===== src/design/pltl_pkg.sv =====
// Shared types and constants for the piecewise linear transfer lookup.
package pltl_pkg;
    localparam int MaxPointsDef = 16;
    localparam int IntW = 16;
    localparam int ColW = 8;
    localparam int OpaW = 16;
    localparam int CntW = 5;
    localparam logic [15:0] RangeLowRst = 16'd0;
    localparam logic [15:0] RangeHighRst = 16'd4000;
    localparam logic [4:0] PointCountRst = 5'd2;
    localparam logic ActWrite = 1'b0;
    localparam logic ActLookup = 1'b1;
    localparam logic [1:0] RegRangeLow = 2'd0;
    localparam logic [1:0] RegRangeHigh = 2'd1;
    localparam logic [1:0] RegPointCount = 2'd2;
    // Divider steps: one per quotient bit of a 32-bit numerator.
    localparam int DivSteps = 32;

    typedef enum logic [1:0] {
        t_ST_IDLE,
        t_ST_SCAN,
        t_ST_DIV,
        t_ST_DONE
    } t_state;

    // Control point as stored in one cell.
    typedef struct packed {
        logic [IntW-1:0] intensity;
        logic [ColW-1:0] red;
        logic [ColW-1:0] green;
        logic [ColW-1:0] blue;
        logic [OpaW-1:0] opacity;
    } t_point;

    // Word moving along the cell chain during a scan.
    typedef struct packed {
        logic            valid;
        t_point          prev;
    } t_scan;
endpackage


===== src/design/pltl_in_if.sv =====
// Input channel interface: one write or lookup word.
interface pltl_in_if;
    logic        valid;
    logic        ready;
    logic        action;
    logic [3:0]  point_index;
    logic [15:0] point_intensity;
    logic [7:0]  point_red;
    logic [7:0]  point_green;
    logic [7:0]  point_blue;
    logic [15:0] point_opacity;
    logic [15:0] query_intensity;
    modport source(output valid, action, point_index, point_intensity, point_red,
        point_green, point_blue, point_opacity, query_intensity, input ready);
    modport sink(input valid, action, point_index, point_intensity, point_red,
        point_green, point_blue, point_opacity, query_intensity, output ready);
endinterface


===== src/design/pltl_out_if.sv =====
// Output channel interface: one lookup result word.
interface pltl_out_if;
    logic        valid;
    logic        ready;
    logic [7:0]  out_red;
    logic [7:0]  out_green;
    logic [7:0]  out_blue;
    logic [15:0] out_opacity;
    logic        segment_found;
    modport source(output valid, out_red, out_green, out_blue, out_opacity,
        segment_found, input ready);
    modport sink(input valid, out_red, out_green, out_blue, out_opacity,
        segment_found, output ready);
endinterface


===== src/design/pltl_cell.sv =====
// One control point cell: holds a point and shifts it toward the scan head.
module pltl_cell
    import pltl_pkg::*;
(
    input  logic   i_clk,
    input  logic   i_wr,
    input  t_point i_wr_point,
    input  logic   i_shift,
    input  t_point i_next,
    output t_point o_point
);
    t_point r_point;
    // Load on write, rotate on shift
    always_ff @(posedge i_clk) begin
        if (i_wr) begin
            r_point <= i_wr_point;
        end else if (i_shift) begin
            r_point <= i_next;
        end
    end
    assign o_point = r_point;
endmodule


===== src/design/pltl_div.sv =====
// Restoring divider, one quotient bit per cycle, for the four channel lerps.
module pltl_div
    import pltl_pkg::*;
(
    input  logic        i_clk,
    input  logic        i_start,
    input  logic [31:0] i_num,
    input  logic [15:0] i_den,
    output logic [31:0] o_quot
);
    logic [31:0] r_quot;
    logic [16:0] r_rem;
    logic [16:0] w_trial;
    assign w_trial = {r_rem[15:0], r_quot[31]};
    // Shift in one numerator bit, subtract when it fits
    always_ff @(posedge i_clk) begin
        if (i_start) begin
            r_quot <= i_num;
            r_rem  <= '0;
        end else begin
            if (w_trial >= {1'b0, i_den}) begin
                r_rem  <= w_trial - {1'b0, i_den};
                r_quot <= {r_quot[30:0], 1'b1};
            end else begin
                r_rem  <= w_trial;
                r_quot <= {r_quot[30:0], 1'b0};
            end
        end
    end
    assign o_quot = r_quot;
endmodule


===== src/design/piecewise_linear_transfer_lookup.sv =====
// Top level of the piecewise linear transfer lookup.
// A write word loads one control point. A lookup rotates the
// chain of point cells past a compare head, one point per cycle, for a
// full rotation. It then forms the numerators, loads four bit-serial
// dividers (red, green, blue, opacity), runs DivSteps divide steps and
// registers the result; clamped lookups take the same path. The result
// sits in an output register and the next word is taken once it is
// handed over.
module piecewise_linear_transfer_lookup
    import pltl_pkg::*;
#(
    parameter int MAX_POINTS = MaxPointsDef
) (
    input  logic        i_clk,
    input  logic        i_rst_n,
    pltl_in_if.sink     in_ch,
    pltl_out_if.source  out_ch,
    input  logic        psel,
    input  logic        penable,
    input  logic        pwrite,
    input  logic [3:0]  paddr,
    input  logic [31:0] pwdata,
    output logic [31:0] prdata,
    output logic        pready
);
    localparam int CW = $clog2(MAX_POINTS + 1);

    logic [15:0] r_range_low, r_range_high;
    logic [4:0]  r_point_count;
    t_state r_state, n_state;
    logic [CW-1:0] r_cnt;
    logic [5:0] r_dcnt;
    logic [15:0] r_x;
    logic r_clamp, r_seg;
    t_point r_p0, r_p1, r_prev, r_clamp_pt;
    logic r_ovalid;
    logic [7:0] r_ored, r_ogreen, r_oblue;
    logic [15:0] r_oopa;
    logic r_ofound;

    t_point w_pt [MAX_POINTS];
    logic w_wr [MAX_POINTS];
    logic w_shift;
    t_point w_wpt;
    logic [CW-1:0] w_n;
    logic w_acc, w_write;

    // Configuration port
    assign pready = 1'b1;
    always_ff @(posedge i_clk) begin
        if (!i_rst_n) begin
            r_range_low   <= RangeLowRst;
            r_range_high  <= RangeHighRst;
            r_point_count <= PointCountRst;
        end else if (psel && penable && pwrite) begin
            case (paddr[3:2])
                RegRangeLow:   r_range_low   <= pwdata[15:0];
                RegRangeHigh:  r_range_high  <= pwdata[15:0];
                RegPointCount: r_point_count <= pwdata[4:0];
                default: ;
            endcase
        end
    end
    always_comb begin
        case (paddr[3:2])
            RegRangeLow:   prdata = {16'd0, r_range_low};
            RegRangeHigh:  prdata = {16'd0, r_range_high};
            RegPointCount: prdata = {27'd0, r_point_count};
            default:       prdata = '0;
        endcase
    end

    // Points in use, clamped to 1..MAX_POINTS
    always_comb begin
        if ({27'd0, r_point_count} > MAX_POINTS) w_n = CW'(MAX_POINTS);
        else if (r_point_count == 5'd0) w_n = CW'(1);
        else w_n = CW'(r_point_count);
    end

    assign in_ch.ready = (r_state == t_ST_IDLE) && !r_ovalid;
    assign w_acc = in_ch.valid && in_ch.ready;
    assign w_write = w_acc && (in_ch.action == ActWrite);
    assign w_wpt = '{in_ch.point_intensity, in_ch.point_red, in_ch.point_green,
                     in_ch.point_blue, in_ch.point_opacity};
    assign w_shift = (r_state == t_ST_SCAN);

    // Cell chain: cell k takes cell k+1, last takes cell 0 (full rotation)
    for (genvar k = 0; k < MAX_POINTS; k++) begin : g_cell
        assign w_wr[k] = w_write && ({28'd0, in_ch.point_index} == 32'(k));
        pltl_cell u_cell (
            .i_clk(i_clk), .i_wr(w_wr[k]), .i_wr_point(w_wpt),
            .i_shift(w_shift), .i_next(w_pt[(k + 1) % MAX_POINTS]),
            .o_point(w_pt[k])
        );
    end

    // Head compare for segment (r_cnt-1, r_cnt)
    logic w_hit;
    assign w_hit = (r_cnt != '0) && (r_cnt < w_n) && !r_seg &&
                   (r_x >= r_prev.intensity) && (r_x < w_pt[0].intensity);

    // Dividers
    logic [15:0] w_den;
    logic [15:0] w_dx;
    logic [8:0]  w_dr, w_dg, w_db;
    logic [16:0] w_do;
    logic [31:0] w_qr, w_qg, w_qb, w_qo;
    logic w_dstart;
    assign w_den = r_p1.intensity - r_p0.intensity;
    assign w_dx  = r_x - r_p0.intensity;
    assign w_dr = {1'b0, r_p1.red} - {1'b0, r_p0.red};
    assign w_dg = {1'b0, r_p1.green} - {1'b0, r_p0.green};
    assign w_db = {1'b0, r_p1.blue} - {1'b0, r_p0.blue};
    assign w_do = {1'b0, r_p1.opacity} - {1'b0, r_p0.opacity};
    // Load the dividers once the numerators reflect the final segment
    assign w_dstart = (r_state == t_ST_DIV) && (r_dcnt == 6'd1);

    function automatic logic [31:0] absmul(input logic [16:0] d, input logic [15:0] x);
        logic [16:0] a;
        a = d[16] ? (17'd0 - d) : d;
        return 32'(a[15:0] * x) + (a[16] ? {x, 16'd0} : 32'd0);
    endfunction

    logic [31:0] r_nr, r_ng, r_nb, r_no;
    logic r_sr, r_sg, r_sb, r_so;
    pltl_div u_dr (.i_clk(i_clk), .i_start(w_dstart), .i_num(r_nr), .i_den(w_den), .o_quot(w_qr));
    pltl_div u_dg (.i_clk(i_clk), .i_start(w_dstart), .i_num(r_ng), .i_den(w_den), .o_quot(w_qg));
    pltl_div u_db (.i_clk(i_clk), .i_start(w_dstart), .i_num(r_nb), .i_den(w_den), .o_quot(w_qb));
    pltl_div u_do (.i_clk(i_clk), .i_start(w_dstart), .i_num(r_no), .i_den(w_den), .o_quot(w_qo));

    // Next state
    always_comb begin
        n_state = r_state;
        case (r_state)
            t_ST_IDLE: if (w_acc && in_ch.action == ActLookup) n_state = t_ST_SCAN;
            t_ST_SCAN: if (r_cnt == CW'(MAX_POINTS - 1)) n_state = t_ST_DIV;
            t_ST_DIV:  if (r_dcnt == 6'(DivSteps + 1)) n_state = t_ST_DONE;
            t_ST_DONE: n_state = t_ST_IDLE;
            default:   n_state = t_ST_IDLE;
        endcase
    end

    always_ff @(posedge i_clk) begin
        if (!i_rst_n) begin
            r_state <= t_ST_IDLE;
        end else begin
            r_state <= n_state;
        end
    end

    // Scan datapath: capture clamp point and first matching segment
    always_ff @(posedge i_clk) begin
        if (!i_rst_n) begin
            r_cnt <= '0;
            r_dcnt <= '0;
            r_seg <= 1'b0;
            r_clamp <= 1'b0;
        end else begin
            case (r_state)
                t_ST_IDLE: begin
                    r_cnt <= '0;
                    r_dcnt <= '0;
                    r_seg <= 1'b0;
                    r_x <= in_ch.query_intensity;
                    r_clamp <= (in_ch.query_intensity <= r_range_low) ||
                               (in_ch.query_intensity >= r_range_high);
                end
                t_ST_SCAN: begin
                    r_cnt <= r_cnt + CW'(1);
                    r_prev <= w_pt[0];
                    if (r_cnt == '0 && r_x <= r_range_low) r_clamp_pt <= w_pt[0];
                    if (r_x > r_range_low && r_cnt == w_n - CW'(1)) begin
                        r_clamp_pt <= w_pt[0];
                    end
                    if (w_hit) begin
                        r_seg <= 1'b1;
                        r_p0 <= r_prev;
                        r_p1 <= w_pt[0];
                    end
                end
                t_ST_DIV: begin
                    r_dcnt <= r_dcnt + 6'd1;
                end
                default: ;
            endcase
        end
    end

    // Numerators registered ahead of divide start
    always_ff @(posedge i_clk) begin
        r_nr <= absmul({{8{w_dr[8]}}, w_dr}, w_dx);
        r_ng <= absmul({{8{w_dg[8]}}, w_dg}, w_dx);
        r_nb <= absmul({{8{w_db[8]}}, w_db}, w_dx);
        r_no <= absmul(w_do, w_dx);
        r_sr <= w_dr[8];
        r_sg <= w_dg[8];
        r_sb <= w_db[8];
        r_so <= w_do[16];
    end

    // Output register
    always_ff @(posedge i_clk) begin
        if (!i_rst_n) begin
            r_ovalid <= 1'b0;
        end else if (r_state == t_ST_DONE) begin
            r_ovalid <= 1'b1;
            if (r_clamp) begin
                r_ored <= r_clamp_pt.red;
                r_ogreen <= r_clamp_pt.green;
                r_oblue <= r_clamp_pt.blue;
                r_oopa <= r_clamp_pt.opacity;
                r_ofound <= 1'b1;
            end else if (r_seg) begin
                r_ored <= r_p0.red + (r_sr ? 8'(0 - w_qr[7:0]) : w_qr[7:0]);
                r_ogreen <= r_p0.green + (r_sg ? 8'(0 - w_qg[7:0]) : w_qg[7:0]);
                r_oblue <= r_p0.blue + (r_sb ? 8'(0 - w_qb[7:0]) : w_qb[7:0]);
                r_oopa <= r_p0.opacity + (r_so ? 16'(0 - w_qo[15:0]) : w_qo[15:0]);
                r_ofound <= 1'b1;
            end else begin
                r_ored <= '0;
                r_ogreen <= '0;
                r_oblue <= '0;
                r_oopa <= '0;
                r_ofound <= 1'b0;
            end
        end else if (out_ch.ready) begin
            r_ovalid <= 1'b0;
        end
    end

    assign out_ch.valid = r_ovalid;
    assign out_ch.out_red = r_ored;
    assign out_ch.out_green = r_ogreen;
    assign out_ch.out_blue = r_oblue;
    assign out_ch.out_opacity = r_oopa;
    assign out_ch.segment_found = r_ofound;
endmodule

===== src/flat_wrapper.sv =====
// flat-port wrapper written by rule: the top's interface ports become plain ports
module piecewise_linear_transfer_lookup_flat import pltl_pkg::*;
#(
    parameter int MAX_POINTS = MaxPointsDef
)
  (i_clk, i_rst_n, psel, penable, pwrite, paddr, pwdata, prdata, pready, in_ch_valid, in_ch_action, in_ch_point_index, in_ch_point_intensity, in_ch_point_red, in_ch_point_green, in_ch_point_blue, in_ch_point_opacity, in_ch_query_intensity, in_ch_ready, out_ch_valid, out_ch_out_red, out_ch_out_green, out_ch_out_blue, out_ch_out_opacity, out_ch_segment_found, out_ch_ready);
  pltl_in_if in_ch_i ();
  pltl_out_if out_ch_i ();
  input  logic i_clk;
  input  logic i_rst_n;
  input  logic psel;
  input  logic penable;
  input  logic pwrite;
  input  logic [3:0] paddr;
  input  logic [31:0] pwdata;
  output logic [31:0] prdata;
  output logic pready;
  input wire logic [$bits(in_ch_i.valid)-1:0] in_ch_valid;
  input wire logic [$bits(in_ch_i.action)-1:0] in_ch_action;
  input wire logic [$bits(in_ch_i.point_index)-1:0] in_ch_point_index;
  input wire logic [$bits(in_ch_i.point_intensity)-1:0] in_ch_point_intensity;
  input wire logic [$bits(in_ch_i.point_red)-1:0] in_ch_point_red;
  input wire logic [$bits(in_ch_i.point_green)-1:0] in_ch_point_green;
  input wire logic [$bits(in_ch_i.point_blue)-1:0] in_ch_point_blue;
  input wire logic [$bits(in_ch_i.point_opacity)-1:0] in_ch_point_opacity;
  input wire logic [$bits(in_ch_i.query_intensity)-1:0] in_ch_query_intensity;
  output wire logic [$bits(in_ch_i.ready)-1:0] in_ch_ready;
  output wire logic [$bits(out_ch_i.valid)-1:0] out_ch_valid;
  output wire logic [$bits(out_ch_i.out_red)-1:0] out_ch_out_red;
  output wire logic [$bits(out_ch_i.out_green)-1:0] out_ch_out_green;
  output wire logic [$bits(out_ch_i.out_blue)-1:0] out_ch_out_blue;
  output wire logic [$bits(out_ch_i.out_opacity)-1:0] out_ch_out_opacity;
  output wire logic [$bits(out_ch_i.segment_found)-1:0] out_ch_segment_found;
  input wire logic [$bits(out_ch_i.ready)-1:0] out_ch_ready;
  assign in_ch_i.valid = in_ch_valid;
  assign in_ch_i.action = in_ch_action;
  assign in_ch_i.point_index = in_ch_point_index;
  assign in_ch_i.point_intensity = in_ch_point_intensity;
  assign in_ch_i.point_red = in_ch_point_red;
  assign in_ch_i.point_green = in_ch_point_green;
  assign in_ch_i.point_blue = in_ch_point_blue;
  assign in_ch_i.point_opacity = in_ch_point_opacity;
  assign in_ch_i.query_intensity = in_ch_query_intensity;
  assign in_ch_ready = in_ch_i.ready;
  assign out_ch_valid = out_ch_i.valid;
  assign out_ch_out_red = out_ch_i.out_red;
  assign out_ch_out_green = out_ch_i.out_green;
  assign out_ch_out_blue = out_ch_i.out_blue;
  assign out_ch_out_opacity = out_ch_i.out_opacity;
  assign out_ch_segment_found = out_ch_i.segment_found;
  assign out_ch_i.ready = out_ch_ready;
  piecewise_linear_transfer_lookup #(.MAX_POINTS(MAX_POINTS)) u_core (.i_clk(i_clk), .i_rst_n(i_rst_n), .in_ch(in_ch_i), .out_ch(out_ch_i), .psel(psel), .penable(penable), .pwrite(pwrite), .paddr(paddr), .pwdata(pwdata), .prdata(prdata), .pready(pready));
endmodule

===== config.mk =====
export PLATFORM = sky130hd
export DESIGN_NAME = piecewise_linear_transfer_lookup_flat
export DESIGN_NICKNAME = d
export VERILOG_FILES = /design/src/design/pltl_pkg.sv /design/src/design/pltl_in_if.sv /design/src/design/pltl_out_if.sv /design/src/design/pltl_cell.sv /design/src/design/pltl_div.sv /design/src/design/piecewise_linear_transfer_lookup.sv /design/src/flat_wrapper.sv
export SDC_FILE = /design/constraint.sdc
export NUM_CORES = 2
export LEC_CHECK = 0
export ABC_AREA = 0
export BUFFER_PORTS_ARGS = -buffer_cell sky130_fd_sc_hd__clkbuf_2
export CORE_ASPECT_RATIO = 1.4
export CORE_MARGIN = 1
export CORE_UTILIZATION = 42
export CTS_CLUSTER_DIAMETER = 50
export DETAILED_ROUTE_END_ITERATION = 7
export PLACE_DENSITY_LB_ADDON = 0.05
export SLEW_MARGIN = 0
export SYNTH_ARGS = -nofsm -noshare
export SYNTH_HDL_FRONTEND = slang
export SYNTH_SLANG_ARGS = --single-unit

===== constraint.sdc =====
create_clock -name i_clk -period 12.05 [get_ports i_clk]
set_input_delay 0.6025 -clock i_clk [delete_from_list [all_inputs] [get_ports i_clk]]
set_output_delay 0.6025 -clock i_clk [all_outputs]
set_load 0.02 [all_outputs]

**Word-level counts from Yosys, hierarchy flattened**

Cells that the tools add are included.

- $add $sub $neg: 29
- Multipliers: 4
- Div/mod/pow operators: 0
- Order comparisons: 12
- Equality and inequality tests: 28
- Shifts and indexed selects: 0
- Muxes and demuxes: 80
- Bitwise gates (word level): 1
- Reduce and logical (&&, ||, !) cells: 68

Operators with widths:

| operator | count |
|---|---|
| $mux 56 | 32 |
| $mux 32 | 8 |
| $add 32x32->32 | 4 |
| $mul 16x16->32 | 4 |
| $mux 16 | 7 |
| $sub 16x16->16 | 6 |
| $mux 40 | 2 |
| $mux 8 | 9 |
| $ge 17x16->1 | 4 |
| $mux 17 | 4 |
| $pmux 16 s3 | 1 |
| $reduce_bool 2->1 | 20 |
| $eq 4x4->1 const B | 8 |
| $ge 16x16->1 | 2 |
| $le 16x16->1 | 2 |
| $sub 1x9->10 const A | 3 |
| $logic_and 1x1->1 | 29 |
| $sub 8x8->9 | 3 |
| $add 8x8->8 | 3 |
| $sub 1x8->8 const A | 3 |
| $sub 1x17->17 const A | 1 |
| $sub 16x16->17 | 1 |
| $add 16x16->16 | 1 |
| $eq 4x3->1 const B | 4 |
| other kinds (34) | 61 |

- Register bits: 1538
- Bits in latches: 0
- RAM bits: 0
- Memory bits (read-only): 0
- Input bits: 120
- Output and inout bits: 76
- Word-level logic and storage cells: 352
- Memories kept: 0

**Logic depth before layout (Yosys ltp)**

- Word-level depth: 10
- Mapped depth: 37
- Mapped depth without buffers: 36

**Cells and area by module**

A second synthesis with hierarchy kept.

- Cell total of the unflattened synthesis: 8552
- Area, all modules: 103972.2 um2

By module, submodules not included:

| module | instances | cells an instance | area each (um2) | seq. area each (um2) |
|---|---|---|---|---|
| piecewise_linear_transfer_lookup | 1 | 5588 | 53974.3 | 11661.2 |
| pltl_cell | 16 | 119 | 2482.4 | 1681.6 |
| pltl_div | 4 | 265 | 2570.0 | 960.9 |

**Worst setup path before layout**

Ideal clock, no wire load.

- Path kind: register to register
- Start: reg u_core.r_p0[1] (netlist name)
- End: reg u_core.r_no[30]
- Library setup time: 72 ps
- Arrival: 8724 ps
- Slack: 3254 ps
- Stages on the path, launching flop included: 34
- Buffers on the path: 2
- Cells stage by stage: edfxtp_1 -> inv_1 -> ha_1 -> nor2b_1 -> o221a_4 -> o211a_1 -> or3_1 -> buf_2 -> or4_4 -> nor4_1 -> nor2_1 -> xor2_1 -> buf_2 -> nor2_1 -> fa_1 -> inv_1 -> fa_1 -> inv_1 -> fa_1 -> inv_1 -> fa_1 -> inv_1 -> fa_1 -> inv_1 -> fa_1 -> inv_1 -> ha_1 -> and3_1 -> a31o_2 -> o41a_1 -> or4b_2 -> and3_1 -> a31oi_1 -> xnor2_1

- Longest elaborated chain between the ends: 5
- Elaborated cells on any way between the ends: 6
- Those cells by class: add/sub (3); mul (1); mux (2)

Ends and longest elaborated chain:

| element | line | RTL |
|---|---|---|
| start, declared | piecewise_linear_transfer_lookup.sv:35 | `t_point r_p0, r_p1, r_prev, r_clamp_pt;` |
| start signal, assigned | piecewise_linear_transfer_lookup.sv:177 | `r_p0 <= r_prev;` |
| $sub 16x16->17 (*) | piecewise_linear_transfer_lookup.sv:114 | `assign w_do = {1'b0, r_p1.opacity} - {1'b0, r_p0.opacity};` |
| $sub 1x17->17 | piecewise_linear_transfer_lookup.sv:120 | `a = d[16] ? (17'd0 - d) : d;` |
| $mux 17 (*) | piecewise_linear_transfer_lookup.sv:120 |  |
| $mul 16x16->32 or $mux 32 (tied branches) | piecewise_linear_transfer_lookup.sv:121 | `return 32'(a[15:0] * x) + (a[16] ? {x, 16'd0} : 32'd0);` |
| $add 32x32->32 (*) | piecewise_linear_transfer_lookup.sv:121 |  |
| end signal, assigned | piecewise_linear_transfer_lookup.sv:194 | `r_no <= absmul(w_do, w_dx);` |
| end, declared | piecewise_linear_transfer_lookup.sv:124 | `logic [31:0] r_nr, r_ng, r_nb, r_no;` |

Mark *: on every way between the ends. The rest lies on a longest branch, timed or not.
A chain may end at the register's enable or synchronous reset.

**Final worst setup path**

Same ends and word-level chain as after synthesis.

==> summary.txt <==
CTS
  • Clock Sinks: 1538
  • CTS tree: yes
  • Num CTS Buffers: 185
  • Max Root-Sink Buffers: 4
  • Clk_lat worst skew: 850 ps
  • Setup Buffers After CTS: 0
  • Root Driver: clkbuf_16
  • H-tree Lvls: 4
  • Clk slew on worst S/H paths: 60 ps

Routing
  • Drt via density: 5.11
  • # DRC: 0
  • Via count: 62900
  • Final wirelength: 252000 µm
  • Pre-Repair DR Iteration Count: 7
  • WL per Instance: 20.5 µm
  • DR iter-0 viols: 3269
  • Post-DRT Antenna Nets: 0

Critical path
  • Crit-path max FO: 16
  • Req. time, crit path: 12760 ps
  • Critical path's largest stage delay: 840 ps
  • Critical Path Start Type: register
  • Critical path class: reg -> reg
  • Critical-path top delay cell: xor2_2
  • Setup slack, reg-to-reg: 2210 ps
  • Worst Path Arrival: 10550 ps
  • Worst setup EP type: register
  • Most common cell on crit path: inv_1

Finish
  • Most common cell after layout, fill and taps aside: inv_1
  • Final instance area: 0.113 mm²
  • Nets@finish: 10700
  • Layout cell share with drive strength beyond 1: 0.169
  • Most frequent cells in the layout: 1176 x inv_1, 1161 x edfxtp_1, 898 x mux2_2
  • Area Growth Syn to Fin: 11.8%

Global routing
  • Grt total ovfl: 0
  • Largest net degree at the start of global routing: 133
  • Initial antenna violation count: 16
  • First-pass GRT wire length: 392000 µm
  • Vias in the first global route: 66500
  • All-layer global routing usage: 0.210

Floorplan
  • Die Area: 0.242 mm²
  • Std cell rows: 212
  • Top Ports: 196
  • Core box area: 0.238 mm²
  • Die Height: 581 µm
  • Die Wd: 416 µm
  • Initial core utilization: 0.423

Timing
  • Fin crit period: 9840 ps
  • Clock Skews: 78.1 ps
  • Hold Vio Cnt, Final: 0
  • Peak Freq: 0.102 GHz
  • Hold Slack: 292 ps
  • Crit share post-route: 0.816
  • Slew HR: 0.178
  • Final setup vio count: 0
  • Setup TNS: 0 ps
  • RSZ-0062 raised after global routing: no
  • Worst slew pin tran: 1220 ps
  • Max Slew Vio Count: 0

Synthesis
  • Cells after synthesis: 8660
  • Register bit total from synthesis: 1538
  • Post-synthesis cell type with the largest combined area: edfxtp_1
  • Post-synthesis cell type count: 85
  • Largest cells by area after synthesis: edfxtp_1 35%, fa_1 16%, mux2_2 10%
  • Dominant synthesized flop cell: edfxtp_1
  • Synth warnings: 0
  • Mapped Avg Cell Area: 11.6 µm²
  • Synth top area share: 0.346
  • Post-synth EDFFs: 1161
  • Post-Syn Area: 0.101 mm²
  • Register area share after synthesis: 0.421
  • Post-synth ARST share: 0

Placement
  • Placed Area: 0.106 mm²
  • Hpwl dp: 180000 µm
  • PortBufs: 160
  • GP Congestion: 0.833

Worst hold path
  • HP Class: in -> reg

Job
  • Max Cap Viol: 0

Status
  • Status: complete, no violations
## per-stage QoR
stage	utilization	cells	setup WS (ps)
2_1_floorplan	-	8897	3250
5_1_grt	0.472	12300	1600
4_1_cts	0.472	12300	2070
6_report	0.472	12300	2210
3_5_place_dp	0.446	11900	2180
3_3_place_gp	0.446	11900	2220
## worst max-delay path, delay by kind of cell, from the launching register on
family | cells | cell delay, ps
AOI/OAI and AO/OA | 7 | 1700
xor gates and xnor gates | 2 | 970
adders and majority gates | 8 | 3660
buffers and inverters | 7 | 460
DFF | 1 | 400
and+or+nand+nor | 8 | 2540
## metal layers
layer,up-vias,GRT usage,share of wire
li1,29700,-,-
met1,31700,0.267,0.43
met2,1134,0.366,0.49
met3,377,0.0272,0.038
met4,10,0.0723,0.037
met5,-,0,0.00024
## registers in the layout (all words and copies together) (netlist names), 16 cells and up
signal	flops
u_core.r_clamp_pt	40
u_core.r_nr	32
u_core.u_db.r_rem	16
u_core.u_dg.o_quot	32
u_core.r_p0	56
u_core.r_range_low	16
u_core.r_p1	56
u_core.u_dr.o_quot	32
u_core.r_nb	32
u_core.out_ch.out_opacity	16
u_core.u_do.r_rem	16
u_core.g_cell.u_cell.o_point	896
u_core.u_dg.r_rem	16
u_core.r_prev	56
u_core.u_db.o_quot	32
u_core.u_do.o_quot	32
u_core.r_ng	32
u_core.r_no	32
u_core.u_dr.r_rem	16
u_core.r_range_high	16
u_core.r_x	16
## synthesized netlist by cell type, types with 32 or more instances
cell type     n
xor2_1      110
fa_1        796
o21bai_1     40
a21boi_0     32
or2_2        32
xnor2_1     237
ha_1        702
nor3_1       76
nor2b_1      67
inv_1      1176
o21a_1       33
nand2_1     797
clkbuf_1    295
o21ai_0     186
mux2_2      898
nand4_1      33
nand2b_1     99
a21o_1       99
mux2i_1      76
nand3_1      68
a21oi_1     219
nor2_1      663
edfxtp_1   1161
dfxtp_1     377
## final timing paths
path	start	depth (start not counted)	endpoint
max	u_core.r_p0[1]	32	u_core.r_no[30]
min	i_rst_n	3	u_core.r_point_count[1]
max reg2reg	u_core.r_p0[1]	32	u_core.r_no[30]
min reg2reg	u_core.r_nb[29]	2	u_core.u_db.o_quot[29]
## cell type report
| cell class | instances | area, µm² |
|---|---|---|
| Fill cell | 21900 | 126000 |
| Multi-Input combinational cell | 5848 | 53900 |
| Sequential cell | 1538 | 42400 |
| Clock buffer | 229 | 5010 |
| Inverter | 1177 | 4420 |
| Tap cell | 3103 | 3880 |
| Timing Repair Buffer | 301 | 1970 |
| Clock inverter | 96 | 952 |
| Antenna cell | 1 | 2.50 |
## cells by family after synthesis
logic type | Yosys count | share of synthesized area
compound gates | 809 | 0.0519
xor+xnor | 349 | 0.0305
fa+ha+maj | 1498 | 0.245
buf+inv | 1511 | 0.0571
flops | 1538 | 0.421
mux | 974 | 0.108
other cells | 2 | 0.0000746
simple gates | 1979 | 0.0858
## what timing repair did
item,4_1_cts,5_1_grt
hold buffers,33,0
gates resized for setup,0,0
endpoints found under the hold margin,48,0
Power is not shown: default switching activity piles up to over one toggle a cycle in this logic, so the estimate is an artifact.
